--- src/rtl/dtso_pkg.sv ---
// dtso_pkg: shared types, constants and the month length table for the
// date/time step offset block; no dependencies
package dtso_pkg;

    localparam int DATE_W   = 27;
    localparam int TIME_W   = 18;
    localparam int STEP_W   = 16;
    localparam int TS_W     = 12;
    localparam int PROD_W   = STEP_W + TS_W;
    localparam int SECS_W   = 29;
    localparam int DIV_QW   = 14;
    localparam int DIV_RW   = 17;
    localparam int YEAR_W   = 14;
    localparam int DAYS_W   = 12;

    localparam logic [TS_W-1:0]   TIMESTEP_RESET = 12'd60;
    localparam logic [DIV_RW-1:0] DIVISOR_10000  = 17'd10000;
    localparam logic [DIV_RW-1:0] DIVISOR_100    = 17'd100;
    localparam logic [DIV_RW-1:0] DIVISOR_86400  = 17'd86400;
    localparam logic [DIV_RW-1:0] DIVISOR_3600   = 17'd3600;
    localparam logic [DIV_RW-1:0] DIVISOR_60     = 17'd60;
    localparam logic [YEAR_W-1:0] MAX_YEAR       = 14'd9999;

    typedef enum logic [1:0] {
        ERR_NONE  = 2'd0,
        ERR_MONTH = 2'd1,
        ERR_YEAR  = 2'd2
    } t_err;

    // which constant division the shared divider runs
    typedef enum logic [2:0] {
        DV_YEAR,
        DV_YCENT,
        DV_MONTH,
        DV_HOUR,
        DV_MIN,
        DV_DAYS,
        DV_HH,
        DV_MM
    } t_div_sel;

    typedef struct packed {
        logic     load;
        logic     div_start;
        logic     capture;
        t_div_sel div_sel;
        logic     sum;
        logic     carry;
        logic     pack;
    } t_dp_cmd;

    typedef struct packed {
        logic div_done;
        logic carry_done;
    } t_dp_stat;

    function automatic logic [4:0] month_len(input logic [3:0] month, input logic leap);
        logic [4:0] len;
        len = 5'd31;
        case (month) inside
            4'd4, 4'd6, 4'd9, 4'd11: len = 5'd30;
            4'd2:                    len = leap ? 5'd29 : 5'd28;
            default:                 len = 5'd31;
        endcase
        return len;
    endfunction

endpackage

--- src/rtl/dtso_cdiv.sv ---
// dtso_cdiv: divider for the constant divisors of the block, by reciprocal
// multiplication, product then result registered; uses dtso_pkg
module dtso_cdiv (
    input  logic                          i_clk,
    input  logic                          i_rst_n,
    input  logic                          i_start,
    input  logic [dtso_pkg::SECS_W-1:0]   i_dividend,
    input  logic [dtso_pkg::DIV_RW-1:0]   i_divisor,
    output logic                          o_done,
    output logic [dtso_pkg::DIV_QW-1:0]   o_quot,
    output logic [dtso_pkg::DIV_RW-1:0]   o_rem
);

    localparam int XW    = dtso_pkg::SECS_W;
    localparam int QW    = dtso_pkg::DIV_QW;
    localparam int RW    = dtso_pkg::DIV_RW;
    localparam int RCP_W = 30;
    localparam int PRD_W = XW + RCP_W;

    // ceil(2^k / d) with k = 29 + ceil(log2 d), exact for any 29 bit dividend
    localparam logic [RCP_W-1:0] RCP_10000 = 30'd879609303;
    localparam logic [RCP_W-1:0] RCP_100   = 30'd687194768;
    localparam logic [RCP_W-1:0] RCP_86400 = 30'd814453058;
    localparam logic [RCP_W-1:0] RCP_3600  = 30'd610839794;
    localparam logic [RCP_W-1:0] RCP_60    = 30'd572662307;
    localparam int SH_10000 = 43;
    localparam int SH_100   = 36;
    localparam int SH_86400 = 46;
    localparam int SH_3600  = 41;
    localparam int SH_60    = 35;

    logic [XW-1:0]    r_x;
    logic [RW-1:0]    r_dv;
    logic [PRD_W-1:0] r_prod;
    logic [QW-1:0]    r_quo;
    logic [RW-1:0]    r_rem;
    logic             r_busy;
    logic             r_done;
    logic [RCP_W-1:0] recip;
    logic [QW-1:0]    quot;
    logic [XW-1:0]    quot_back;
    logic [XW-1:0]    rem_full;

    always_comb begin
        unique case (i_divisor)
            dtso_pkg::DIVISOR_10000: recip = RCP_10000;
            dtso_pkg::DIVISOR_86400: recip = RCP_86400;
            dtso_pkg::DIVISOR_3600:  recip = RCP_3600;
            dtso_pkg::DIVISOR_60:    recip = RCP_60;
            default:                 recip = RCP_100;
        endcase
    end

    always_comb begin
        unique case (r_dv)
            dtso_pkg::DIVISOR_10000: quot = QW'(r_prod >> SH_10000);
            dtso_pkg::DIVISOR_86400: quot = QW'(r_prod >> SH_86400);
            dtso_pkg::DIVISOR_3600:  quot = QW'(r_prod >> SH_3600);
            dtso_pkg::DIVISOR_60:    quot = QW'(r_prod >> SH_60);
            default:                 quot = QW'(r_prod >> SH_100);
        endcase
        quot_back = XW'(quot) * XW'(r_dv);
        rem_full  = r_x - quot_back;
    end

    always_ff @(posedge i_clk) begin
        if (!i_rst_n) begin
            r_busy <= 1'b0;
            r_done <= 1'b0;
        end else begin
            r_busy <= i_start;
            r_done <= r_busy;
        end

        if (i_start) begin
            r_x    <= i_dividend;
            r_dv   <= i_divisor;
            r_prod <= PRD_W'(i_dividend) * PRD_W'(recip);
        end

        if (r_busy) begin
            r_quo <= quot;
            r_rem <= rem_full[RW-1:0];
        end
    end

    assign o_done = r_done;
    assign o_quot = r_quo;
    assign o_rem  = r_rem;

`ifndef SYNTHESIS
    a_no_start_busy: assert property (@(posedge i_clk) disable iff (!i_rst_n)
        i_start |-> !r_busy)
        else $error("divider started while busy");
    a_done_after_busy: assert property (@(posedge i_clk) disable iff (!i_rst_n)
        r_busy |=> r_done && !r_busy)
        else $error("divider did not finish after product");
`endif

endmodule

--- src/rtl/dtso_datapath.sv ---
// dtso_datapath: field registers, shared divider, day carry and packing
// of the date/time step offset block; uses dtso_pkg and dtso_cdiv
module dtso_datapath (
    input  logic                          i_clk,
    input  logic                          i_rst_n,
    input  dtso_pkg::t_dp_cmd             i_cmd,
    output dtso_pkg::t_dp_stat            o_stat,
    input  logic                          i_cfg_we,
    input  logic [dtso_pkg::TS_W-1:0]     i_cfg_wdata,
    input  logic [dtso_pkg::DATE_W-1:0]   i_start_date,
    input  logic [dtso_pkg::TIME_W-1:0]   i_start_time,
    input  logic [dtso_pkg::STEP_W-1:0]   i_step_count,
    output logic                          o_strobe,
    output logic [dtso_pkg::DATE_W-1:0]   o_result_date,
    output logic [dtso_pkg::TIME_W-1:0]   o_result_time,
    output logic [1:0]                    o_error_code
);

    logic [dtso_pkg::TS_W-1:0]   r_ts;
    logic [dtso_pkg::DATE_W-1:0] r_date_in;
    logic [dtso_pkg::TIME_W-1:0] r_time_in;
    logic [dtso_pkg::PROD_W-1:0] r_prod;
    logic [dtso_pkg::SECS_W-1:0] r_secs;
    logic [13:0]                 r_tmp;
    logic [dtso_pkg::YEAR_W-1:0] r_y;
    logic [6:0]                  r_yc_rem;
    logic [1:0]                  r_yc_q2;
    logic [6:0]                  r_m;
    logic [6:0]                  r_d;
    logic [4:0]                  r_h;
    logic [6:0]                  r_mi;
    logic [6:0]                  r_s;
    logic [dtso_pkg::DAYS_W-1:0] r_days;
    logic [dtso_pkg::DIV_RW-1:0] r_sod;
    logic [4:0]                  r_hh;
    logic [5:0]                  r_mm;
    logic [5:0]                  r_ss;
    dtso_pkg::t_err              r_err;
    logic                        r_strobe;
    logic [dtso_pkg::DATE_W-1:0] r_out_date;
    logic [dtso_pkg::TIME_W-1:0] r_out_time;
    dtso_pkg::t_err              r_out_err;

    logic [dtso_pkg::SECS_W-1:0] div_dividend;
    logic [dtso_pkg::DIV_RW-1:0] div_divisor;
    logic                        div_done;
    logic [dtso_pkg::DIV_QW-1:0] div_quot;
    logic [dtso_pkg::DIV_RW-1:0] div_rem;

    logic                        leap;
    logic [4:0]                  mlen;
    logic                        d_ge;
    logic [5:0]                  carry_cost;
    logic                        carry_roll;
    logic                        bad_month;
    dtso_pkg::t_err              fin_err;
    logic [dtso_pkg::DATE_W-1:0] pack_date;
    logic [dtso_pkg::TIME_W-1:0] pack_time;

    always_comb begin
        div_dividend = r_secs;
        div_divisor  = dtso_pkg::DIVISOR_100;
        unique case (i_cmd.div_sel)
            dtso_pkg::DV_YEAR: begin
                div_dividend = {2'b00, r_date_in};
                div_divisor  = dtso_pkg::DIVISOR_10000;
            end
            dtso_pkg::DV_YCENT: begin
                div_dividend = {15'd0, r_y};
                div_divisor  = dtso_pkg::DIVISOR_100;
            end
            dtso_pkg::DV_MONTH: begin
                div_dividend = {15'd0, r_tmp};
                div_divisor  = dtso_pkg::DIVISOR_100;
            end
            dtso_pkg::DV_HOUR: begin
                div_dividend = {11'd0, r_time_in};
                div_divisor  = dtso_pkg::DIVISOR_10000;
            end
            dtso_pkg::DV_MIN: begin
                div_dividend = {15'd0, r_tmp};
                div_divisor  = dtso_pkg::DIVISOR_100;
            end
            dtso_pkg::DV_DAYS: begin
                div_dividend = r_secs;
                div_divisor  = dtso_pkg::DIVISOR_86400;
            end
            dtso_pkg::DV_HH: begin
                div_dividend = {12'd0, r_sod};
                div_divisor  = dtso_pkg::DIVISOR_3600;
            end
            dtso_pkg::DV_MM: begin
                div_dividend = {15'd0, r_tmp};
                div_divisor  = dtso_pkg::DIVISOR_60;
            end
        endcase
    end

    dtso_cdiv u_cdiv (
        .i_clk      (i_clk),
        .i_rst_n    (i_rst_n),
        .i_start    (i_cmd.div_start),
        .i_dividend (div_dividend),
        .i_divisor  (div_divisor),
        .o_done     (div_done),
        .o_quot     (div_quot),
        .o_rem      (div_rem)
    );

    // day carry: jump to day 1 of the next month, or finish inside this one
    always_comb begin
        leap = (r_y[1:0] == 2'd0 && r_yc_rem != 7'd0) || (r_yc_rem == 7'd0 && r_yc_q2 == 2'd0);
        mlen = dtso_pkg::month_len(r_m[3:0], leap);
        d_ge = r_d >= {2'b00, mlen};
        carry_cost = d_ge ? 6'd1 : ({1'b0, mlen} - {1'b0, r_d[4:0]} + 6'd1);
        carry_roll = r_days >= {6'd0, carry_cost};
        bad_month  = (r_m == 7'd0) || (r_m > 7'd12);
    end

    always_comb begin
        pack_date = dtso_pkg::DATE_W'(r_y) * 27'd10000 + dtso_pkg::DATE_W'(r_m) * 27'd100
                  + dtso_pkg::DATE_W'(r_d);
        pack_time = dtso_pkg::TIME_W'(r_hh) * 18'd10000 + dtso_pkg::TIME_W'(r_mm) * 18'd100
                  + dtso_pkg::TIME_W'(r_ss);
        if (r_err == dtso_pkg::ERR_MONTH) begin
            fin_err = dtso_pkg::ERR_MONTH;
        end else if (r_y > dtso_pkg::MAX_YEAR) begin
            fin_err = dtso_pkg::ERR_YEAR;
        end else begin
            fin_err = dtso_pkg::ERR_NONE;
        end
    end

    always_ff @(posedge i_clk) begin
        if (!i_rst_n) begin
            r_ts     <= dtso_pkg::TIMESTEP_RESET;
            r_strobe <= 1'b0;
        end else begin
            if (i_cfg_we) begin
                r_ts <= i_cfg_wdata;
            end
            r_strobe <= i_cmd.pack;
        end

        if (i_cmd.load) begin
            r_date_in <= i_start_date;
            r_time_in <= i_start_time;
            r_prod    <= dtso_pkg::PROD_W'(i_step_count) * dtso_pkg::PROD_W'(r_ts);
            r_err     <= dtso_pkg::ERR_NONE;
        end

        if (i_cmd.capture) begin
            unique case (i_cmd.div_sel)
                dtso_pkg::DV_YEAR: begin
                    r_y   <= div_quot;
                    r_tmp <= div_rem[13:0];
                end
                dtso_pkg::DV_YCENT: begin
                    r_yc_rem <= div_rem[6:0];
                    r_yc_q2  <= div_quot[1:0];
                end
                dtso_pkg::DV_MONTH: begin
                    r_m <= div_quot[6:0];
                    r_d <= div_rem[6:0];
                end
                dtso_pkg::DV_HOUR: begin
                    r_h   <= div_quot[4:0];
                    r_tmp <= div_rem[13:0];
                end
                dtso_pkg::DV_MIN: begin
                    r_mi <= div_quot[6:0];
                    r_s  <= div_rem[6:0];
                end
                dtso_pkg::DV_DAYS: begin
                    r_days <= div_quot[dtso_pkg::DAYS_W-1:0];
                    r_sod  <= div_rem;
                    if (div_quot != '0 && bad_month) begin
                        r_err <= dtso_pkg::ERR_MONTH;
                    end
                end
                dtso_pkg::DV_HH: begin
                    r_hh  <= div_quot[4:0];
                    r_tmp <= div_rem[13:0];
                end
                dtso_pkg::DV_MM: begin
                    r_mm <= div_quot[5:0];
                    r_ss <= div_rem[5:0];
                end
            endcase
        end

        if (i_cmd.sum) begin
            r_secs <= {1'b0, r_prod} + dtso_pkg::SECS_W'(r_h) * 29'd3600
                    + dtso_pkg::SECS_W'(r_mi) * 29'd60 + dtso_pkg::SECS_W'(r_s);
        end

        if (i_cmd.carry) begin
            if (carry_roll) begin
                r_d    <= 7'd1;
                r_days <= r_days - {6'd0, carry_cost};
                if (r_m == 7'd12) begin
                    r_m <= 7'd1;
                    r_y <= r_y + 14'd1;
                    if (r_yc_rem == 7'd99) begin
                        r_yc_rem <= 7'd0;
                        r_yc_q2  <= r_yc_q2 + 2'd1;
                    end else begin
                        r_yc_rem <= r_yc_rem + 7'd1;
                    end
                end else begin
                    r_m <= r_m + 7'd1;
                end
            end else begin
                r_d    <= r_d + {2'b00, r_days[4:0]};
                r_days <= '0;
            end
        end

        if (i_cmd.pack) begin
            r_out_err  <= fin_err;
            r_out_date <= (fin_err == dtso_pkg::ERR_NONE) ? pack_date : '0;
            r_out_time <= (fin_err == dtso_pkg::ERR_NONE) ? pack_time : '0;
        end
    end

    assign o_stat.div_done   = div_done;
    assign o_stat.carry_done = (r_days == '0) || (r_err != dtso_pkg::ERR_NONE);

    assign o_strobe      = r_strobe;
    assign o_result_date = r_out_date;
    assign o_result_time = r_out_time;
    assign o_error_code  = r_out_err;

`ifndef SYNTHESIS
    a_carry_month_ok: assert property (@(posedge i_clk) disable iff (!i_rst_n)
        i_cmd.carry |-> r_m >= 7'd1 && r_m <= 7'd12)
        else $error("day carry with month out of range");
    a_error_zeroes: assert property (@(posedge i_clk) disable iff (!i_rst_n)
        r_strobe && r_out_err != dtso_pkg::ERR_NONE |-> r_out_date == '0 && r_out_time == '0)
        else $error("error result with nonzero date or time");
`endif

endmodule

--- src/rtl/dtso_ctrl.sv ---
// dtso_ctrl: sequencing state machine of the date/time step offset
// block; uses dtso_pkg command and status types
module dtso_ctrl (
    input  logic               i_clk,
    input  logic               i_rst_n,
    input  logic               i_start,
    output logic               o_busy,
    output dtso_pkg::t_dp_cmd  o_cmd,
    input  dtso_pkg::t_dp_stat i_stat
);

    typedef enum logic [2:0] {
        S_IDLE,
        S_DSTART,
        S_DWAIT,
        S_SUM,
        S_CARRY,
        S_PACK
    } t_state;

    t_state             r_state;
    t_state             n_state;
    dtso_pkg::t_div_sel r_sel;
    dtso_pkg::t_div_sel n_sel;

    always_comb begin
        n_state = r_state;
        n_sel   = r_sel;
        unique case (r_state)
            S_IDLE: begin
                if (i_start) begin
                    n_state = S_DSTART;
                    n_sel   = dtso_pkg::DV_YEAR;
                end
            end
            S_DSTART: n_state = S_DWAIT;
            S_DWAIT: begin
                if (i_stat.div_done) begin
                    n_state = S_DSTART;
                    unique case (r_sel)
                        dtso_pkg::DV_YEAR:  n_sel = dtso_pkg::DV_YCENT;
                        dtso_pkg::DV_YCENT: n_sel = dtso_pkg::DV_MONTH;
                        dtso_pkg::DV_MONTH: n_sel = dtso_pkg::DV_HOUR;
                        dtso_pkg::DV_HOUR:  n_sel = dtso_pkg::DV_MIN;
                        dtso_pkg::DV_MIN:   n_state = S_SUM;
                        dtso_pkg::DV_DAYS:  n_state = S_CARRY;
                        dtso_pkg::DV_HH:    n_sel = dtso_pkg::DV_MM;
                        dtso_pkg::DV_MM:    n_state = S_PACK;
                    endcase
                end
            end
            S_SUM: begin
                n_state = S_DSTART;
                n_sel   = dtso_pkg::DV_DAYS;
            end
            S_CARRY: begin
                if (i_stat.carry_done) begin
                    n_state = S_DSTART;
                    n_sel   = dtso_pkg::DV_HH;
                end
            end
            S_PACK:  n_state = S_IDLE;
            default: n_state = S_IDLE;
        endcase
    end

    always_ff @(posedge i_clk) begin
        if (!i_rst_n) begin
            r_state <= S_IDLE;
            r_sel   <= dtso_pkg::DV_YEAR;
        end else begin
            r_state <= n_state;
            r_sel   <= n_sel;
        end
    end

    always_comb begin
        o_cmd           = '0;
        o_cmd.div_sel   = r_sel;
        o_cmd.load      = (r_state == S_IDLE) && i_start;
        o_cmd.div_start = (r_state == S_DSTART);
        o_cmd.capture   = (r_state == S_DWAIT) && i_stat.div_done;
        o_cmd.sum       = (r_state == S_SUM);
        o_cmd.carry     = (r_state == S_CARRY) && !i_stat.carry_done;
        o_cmd.pack      = (r_state == S_PACK);
    end

    assign o_busy = (r_state != S_IDLE);

endmodule

--- src/rtl/date_time_step_offset.sv ---
// Adds step_count * timestep_seconds to a packed yyyymmdd date and hhmmss
// time. A request is taken when start is high and busy is low; the
// result appears for exactly one cycle with o_strobe and cannot be held
// off, so it must be captured in that cycle. A request runs to its end
// before the next one is taken: eight constant divisions run in turn on
// the one shared reciprocal-multiply divider (field split of date,
// century of year, time split, days, hours and minutes), with the
// seconds sum after the time split, the day carry after the days
// division (one step per calendar month stepped through and one for a
// last partial month if any, none when no whole day is added), and the
// packing after the minutes division. The timestep register may be
// written at any time the block is not busy.
// Depends on dtso_pkg, dtso_ctrl, dtso_datapath and dtso_cdiv.
module date_time_step_offset (
    input  logic                          i_clk,
    input  logic                          i_rst_n,
    input  logic                          start,
    output logic                          busy,
    input  logic                          i_cfg_we,
    input  logic [dtso_pkg::TS_W-1:0]     i_cfg_wdata,
    input  logic [dtso_pkg::DATE_W-1:0]   i_start_date,
    input  logic [dtso_pkg::TIME_W-1:0]   i_start_time,
    input  logic [dtso_pkg::STEP_W-1:0]   i_step_count,
    output logic                          o_strobe,
    output logic [dtso_pkg::DATE_W-1:0]   o_result_date,
    output logic [dtso_pkg::TIME_W-1:0]   o_result_time,
    output logic [1:0]                    o_error_code
);

    dtso_pkg::t_dp_cmd  dp_cmd;
    dtso_pkg::t_dp_stat dp_stat;

    dtso_ctrl u_ctrl (
        .i_clk   (i_clk),
        .i_rst_n (i_rst_n),
        .i_start (start),
        .o_busy  (busy),
        .o_cmd   (dp_cmd),
        .i_stat  (dp_stat)
    );

    dtso_datapath u_datapath (
        .i_clk         (i_clk),
        .i_rst_n       (i_rst_n),
        .i_cmd         (dp_cmd),
        .o_stat        (dp_stat),
        .i_cfg_we      (i_cfg_we),
        .i_cfg_wdata   (i_cfg_wdata),
        .i_start_date  (i_start_date),
        .i_start_time  (i_start_time),
        .i_step_count  (i_step_count),
        .o_strobe      (o_strobe),
        .o_result_date (o_result_date),
        .o_result_time (o_result_time),
        .o_error_code  (o_error_code)
    );

endmodule
--- config.mk ---
export PLATFORM = sky130hd
export DESIGN_NAME = date_time_step_offset
export DESIGN_NICKNAME = d
export VERILOG_FILES = /design/src/rtl/dtso_pkg.sv /design/src/rtl/dtso_cdiv.sv /design/src/rtl/dtso_datapath.sv /design/src/rtl/dtso_ctrl.sv /design/src/rtl/date_time_step_offset.sv
export SDC_FILE = /design/constraint.sdc
export NUM_CORES = 2
export LEC_CHECK = 0
export ABC_AREA = 1
export BUFFER_PORTS_ARGS = -buffer_cell sky130_fd_sc_hd__clkbuf_2
export CELL_PAD_IN_SITES_DETAIL_PLACEMENT = 0
export CELL_PAD_IN_SITES_GLOBAL_PLACEMENT = 1
export CORE_MARGIN = 8
export CORE_UTILIZATION = 40
export CTS_CLUSTER_DIAMETER = 80
export CTS_CLUSTER_SIZE = 24
export DETAILED_ROUTE_END_ITERATION = 7
export PLACE_DENSITY = 0.66
export SYNTH_ARGS = -nofsm -noshare
export SYNTH_HDL_FRONTEND = slang
export SYNTH_SLANG_ARGS = --single-unit
export TNS_END_PERCENT = 5
--- constraint.sdc ---
create_clock -name i_clk -period 10.1 [get_ports i_clk]
set_input_delay 1.515 -clock i_clk [delete_from_list [all_inputs] [get_ports i_clk]]
set_output_delay 1.515 -clock i_clk [all_outputs]
set_load 0.03 [all_outputs]
== Word-level counts from Yosys, hierarchy flattened ==
Index checks and enable logic that the tools add are counted.
Operators by class
  add/subtract/negate cells: 16
  $mul: 9
  magnitude comparators: 4
  eq/ne operators: 32
  muxes and demuxes: 54
  reduce and logical (&&, ||, !) cells: 41
Operators with widths (number)
  one-hot mux 29 bit (6 select lines): 1
  one-hot mux 29 bit (4 select lines): 1
  2-to-1 mux 7 bit: 15
  one-hot mux 17 bit (5 select lines): 1
  2-to-1 mux 14 bit: 5
  multiplier 29 x 30 -> 59 bit: 1
  one-hot mux 14 bit (4 select lines): 1
  2-to-1 mux 12 bit: 4
  equality test 17 x 12 -> 1 bit, second input constant: 2
  equality test 17 x 14 -> 1 bit, second input constant: 2
  equality test 17 bit, second input constant: 2
  equality test 17 x 6 -> 1 bit, second input constant: 2
  one-hot mux 3 bit (5 select lines): 2
  adder 28 x 17 -> 29 bit: 1
  adder 29 x 13 -> 29 bit: 1
  adder 29 x 7 -> 29 bit: 1
  multiplier 16 x 12 -> 28 bit: 1
  adder 27 x 14 -> 27 bit: 1
  adder 27 x 7 -> 27 bit: 1
  2-to-1 mux 2 bit: 12
  multiplier 14 x 10 -> 23 bit, second input constant: 1
  adder 18 x 13 -> 18 bit: 1
  adder 18 x 6 -> 18 bit: 1
  equality test 3 bit, second input constant: 6
  53 further kinds: 90
Storage, ports and cells
  bits in registers: 412
  output and inout port bits: 49

== Depth between registers and ports, before layout ==
  depth after elaboration: 12
  gate-level depth with buffers: 42
  mapped depth without buffers: 41

== Hierarchy ==
From an unflattened synthesis, not the netlist that was laid out.
Second synthesis, totals
  cell total of the unflattened synthesis: 7337
  area total of the unflattened synthesis: 62920.3 um^2
Modules (own cells, without submodules)
  dtso_cdiv: times used 1, cells each 4190, area each 35541.6 um^2
  dtso_datapath: times used 1, cells each 3062, area each 26892.0 um^2
  dtso_ctrl: times used 1, cells each 85, area each 486.7 um^2

== Worst setup path before layout ==
OpenSTA, ideal clock, no wires.
  kind: register to register
  from: reg u_ctrl.r_sel[0]
  to: reg u_datapath.u_cdiv.r_prod[51], data pin
  library setup time: 0.259 ns
  arrival time: 7.913 ns
  required time: 9.841 ns
  path slack: 1.928 ns
  cell stages (with the launch flop): 36
  buffers on the path: 3
  path through: dfxtp_1 > inv_1 > fa_1 > nor3_2 > inv_2 > buf_2 > buf_1 > o21ai_1 > clkbuf_1 > nor2_1 > fa_1 > inv_1 > fa_1 > fa_1 > fa_1 > inv_1 > fa_1 > fa_1 > fa_1 > inv_1 > fa_1 > inv_1 > ha_1 > nand2_1 > nor2_1 > inv_1 > nor2_1 > inv_1 > nor2_1 > inv_1 > nor3_1 > nand4_1 > nand2_1 > nand4_1 > nand2_1 > xor2_1
Between the ends
  cells in the longest elaborated chain, start to end: 6
RTL lines
  from (decl): RTL line dtso_ctrl.sv:23  | dtso_pkg::t_div_sel r_sel;
  from (signal assigned): RTL line dtso_ctrl.sv:70  | r_sel <= dtso_pkg::DV_YEAR;
  from (signal assigned): RTL line dtso_ctrl.sv:73  | r_sel <= n_sel;
  equality test 3 bit (tied with other cells): RTL line dtso_datapath.sv:63  | unique case (i_cmd.div_sel)
  OR reduction 3 bit (no line) / OR reduction 2 bit (equally long branches)
  one-hot mux 17 bit (5 select lines): RTL line dtso_datapath.sv:63
  equality test 17 x 6 -> 1 bit (tied with other cells): RTL line dtso_cdiv.sv:45  | unique case (i_divisor)
  one-hot mux 29 bit (4 select lines): RTL line dtso_cdiv.sv:45
  multiplier 29 x 30 -> 59 bit (*): RTL line dtso_cdiv.sv:78  | r_prod <= PRD_W'(i_dividend) * PRD_W'(recip);
  to (signal assigned): RTL line dtso_cdiv.sv:78
  to (decl): RTL line dtso_cdiv.sv:34  | logic [PRD_W-1:0] r_prod;
Mark *: on every way between the ends. The rest lies on a longest branch, timed or not. The select of a mux whose other input is x is not followed.
A chain may end at the register's enable or synchronous reset.

== Worst setup path after layout ==
  from: reg u_ctrl.r_sel[1]
  to: reg u_datapath.u_cdiv.r_prod[53], data pin
RTL lines
  equality test 3 bit / equality test 3 x 2 -> 1 bit (equally long branches): RTL line dtso_datapath.sv:63
  OR reduction 3 bit (no line)
  one-hot mux 29 bit (6 select lines) (*): RTL line dtso_datapath.sv:63
  net u_datapath.div_dividend (one bit): RTL line dtso_datapath.sv:44  | logic [dtso_pkg::SECS_W-1:0] div_dividend;
  multiplier 29 x 30 -> 59 bit (*): RTL line dtso_cdiv.sv:78
The timed path passes the listed nets; every way through them passes the cells marked *. The select of a mux whose other input is x is not followed.

==> metrics.yaml <==
clocking:
  cts_num_sinks: 369
  cts_buffers: 30
  cts_tree: "done"
  clk_pin_slew_worst_paths_ns: 0.10
  insertion_delay_ns: 0.70
  root_buffer: "clkbuf_16"
  cts_setup_buffers: 0
  post_cts_resize_count: 0
  htree_levels: 1
  clock_path_buffers: 3
  cts_hold_buf: 0
detailed_routing:
  drt-total-wl_mm: 204.3
  wire_per_inst_um: 23.21
  drtIter0Drc: 3782
  ant_nets: 0
  remaining_drc_errors: 0
  viasPerCell: 5.149
  first_pass_iters: 5
  vias: 45320
logic_synthesis:
  synthXorXnorAreaFrac: 0.02415
  synth-adder-area-share: 0.4828
  avgSynthCellArea_um2: 8.815
  synth-seq-area-share: 0.1774
  yosysUniqueCellTypes: 66
  synth_ff_type: "edfxtp_1"
  async_flop_share: 0
  synth-seq-cells: 369
  syn-instance-count: 6746
  synth_mux_area_frac: 0.0008627
  synth-compound-area-share: 0.05986
  synth_top_family_by_area: "adder cells"
  synth_edf_count: 316
  synthSimpleGateAreaFrac: 0.1304
  yosys_warnings: 0
  syn_area_um2: 59470
final_layout:
  final_layout_size_suffix_gt1_frac: 0.05167
  post-route-util: 0.4320
  finalNetCount: 8626
  area_growth_pct: 7.274
die:
  initial_core_util: 0.4027
  die_h_um: 401.6
  die_x_um: 401.6
  core_um2: 147700
  io_pins: 126
  num_rows: 141
  die_area_um2: 161300
setup_path:
  max_stage_delay_ns: 0.63
  slowest_stage: "fa_1"
  start_kind: "flop"
  reg2reg_setup_slack_ns: 0.58
  crit_fanout: 19
  cp.arrival_ns: 9.93
  end_kind: "flop"
  crit_type: "flop to flop"
  timing.critical_path.from: "u_ctrl.r_sel[1]$_SDFFE_PN0P_"
  r2r-start: "u_ctrl.r_sel[1]$_SDFFE_PN0P_"
  cp.required_ns: 10.52
timing:
  finalSetupTns_ns: 0
  timing.final.crit_period_ns: 9.517
  rsz0062_at_grt: "no"
  setup_viol: 0
  finalHoldViolations: 0
  fin_skew_ns: 0.06007
  timing.final.crit_share: 0.9422
  tightestPinTransition_ns: 1.051
  fmax_ghz: 0.1051
  slew_headroom: 0.2984
  drv_slew: 0
place:
  portBuffers: 125
  dp_hpwl_mm: 173.0
  place_congestion: 1.001
hold_path:
  hp-start: "u_datapath.u_cdiv.o_rem[16]$_DFFE_PP_"
  min_path_type: "flop to flop"
job:
  drv_cap: 0
global_routing:
  grt_usage: 0.2552
  grt_pass1_vias: 47200
  antenna_found_initial: 6
  grt_pass1_wl_mm: 311.2
  overflow: 0
  grt_max_degree: 52
run_status:
  status: "finished, final reports clean"
-- layer usage --
layer	track usage	wire, um	share of wire
met4	0.06188	6240	0.031
met5	0	13	0.000064
met3	0.04964	17330	0.085
met2	0.3784	84910	0.42
met1	0.3826	95850	0.47
-- synth_stat cells (53+ instances only) --
master    instances  area [um2]
a21oi_1         261        1306
clkbuf_1        123       461.7
dfxtp_1          53        1061
edfxtp_1        316        9489
fa_1            988       19780
ha_1            714        8934
inv_1          1767        6633
nand2_1        1022        3836
nand3_1         135       675.7
nor2_1          595        2233
o21ai_0         210        1051
xnor2_1          61       534.3
xor2_1          103       902.1
-- state kept, by name, indices dropped and copies added (netlist names), 9 cells and up --
register	flops
u_datapath.u_cdiv.r_prod	24
u_datapath.r_days	12
u_datapath.r_tmp	14
u_datapath.u_cdiv.o_rem	17
u_datapath.o_result_date	27
u_datapath.r_prod	28
u_datapath.o_result_time	18
u_datapath.r_date_in	27
u_datapath.u_cdiv.r_x	17
u_datapath.r_ts	12
u_datapath.r_sod	17
u_datapath.r_y	14
u_datapath.u_cdiv.r_dv	9
u_datapath.u_cdiv.o_quot	14
u_datapath.r_secs	29
u_datapath.r_time_in	18
-- worst paths after layout --
path	to	cells after the start
worst max register to register	u_datapath.u_cdiv.r_prod[53]$_DFFE_PP_	34
worst min-delay path	u_datapath.r_sod[16]$_DFFE_PP_	0
worst min register to register	u_datapath.r_sod[16]$_DFFE_PP_	0
worst max-delay path	u_datapath.u_cdiv.r_prod[53]$_DFFE_PP_	34
-- critical path: cells and delay by family (launching register included) --
kind	cells	cell delay, ns
adder cells (fa/ha/maj)	9	4.52
AND/OR/NAND/NOR	11	1.61
buffers and inverters	10	1.36
AO/OA/AOI/OAI	3	1.26
flip-flops	1	0.38
XOR/XNOR	1	0.07
-- cells in the final DEF (no fill, tap or decap), types with 22 or more instances in the layout --
cell	count
a31oi_1	22
xor2_1	103
nor3_1	38
nand4_1	47
nand2_1	1022
xnor2_1	61
o21ai_1	25
inv_1	1767
fa_1	988
a21oi_1	261
clkbuf_2	125
buf_4	81
clkbuf_16	30
edfxtp_1	316
nand3_1	135
dfxtp_1	53
o21ai_0	201
nor2_1	584
ha_1	714
-- final cells by class --
class                      instances  area, um2
clock buffer                      32      758.2
sequential                       369      10550
clock inverter                    24      391.6
fill                           14750      83870
antenna                            2      5.005
multi-input combinational       4434      41640
inverter                        1806       6793
timing repair buffer             206       1234
tap                             1930       2415
-- logic make-up after synthesis --
group                      Yosys count
and+or+nand+nor                   1909
adders and majority gates         1702
muxes                                5
DFF                                369
other                                2
buffers and inverters             1957
AOI/OAI and AO/OA                  638
xor gates and xnor gates           164
-- per-stage QoR --
| stage | setup WS [ns] | hold slack (ns) | area [um2] | instances |
|---|---|---|---|---|
| finish | 0.5834 | 0.4334 | 63790 | 8803 |
| global route | 0.08150 | 0.4475 | 63790 | 8801 |
| CTS | 0.2796 | 0.4384 | 63760 | 8801 |
| detailed placement | 0.3915 | 0.4135 | 62610 | 8745 |
| global placement | 0.3304 | 0.4080 | 62610 | 8745 |
| floorplan | 1.928 | 0.4003 | 59520 | 6760 |
Power is not shown: default switching activity piles up to over one toggle a cycle in this logic, so the estimate is an artifact.
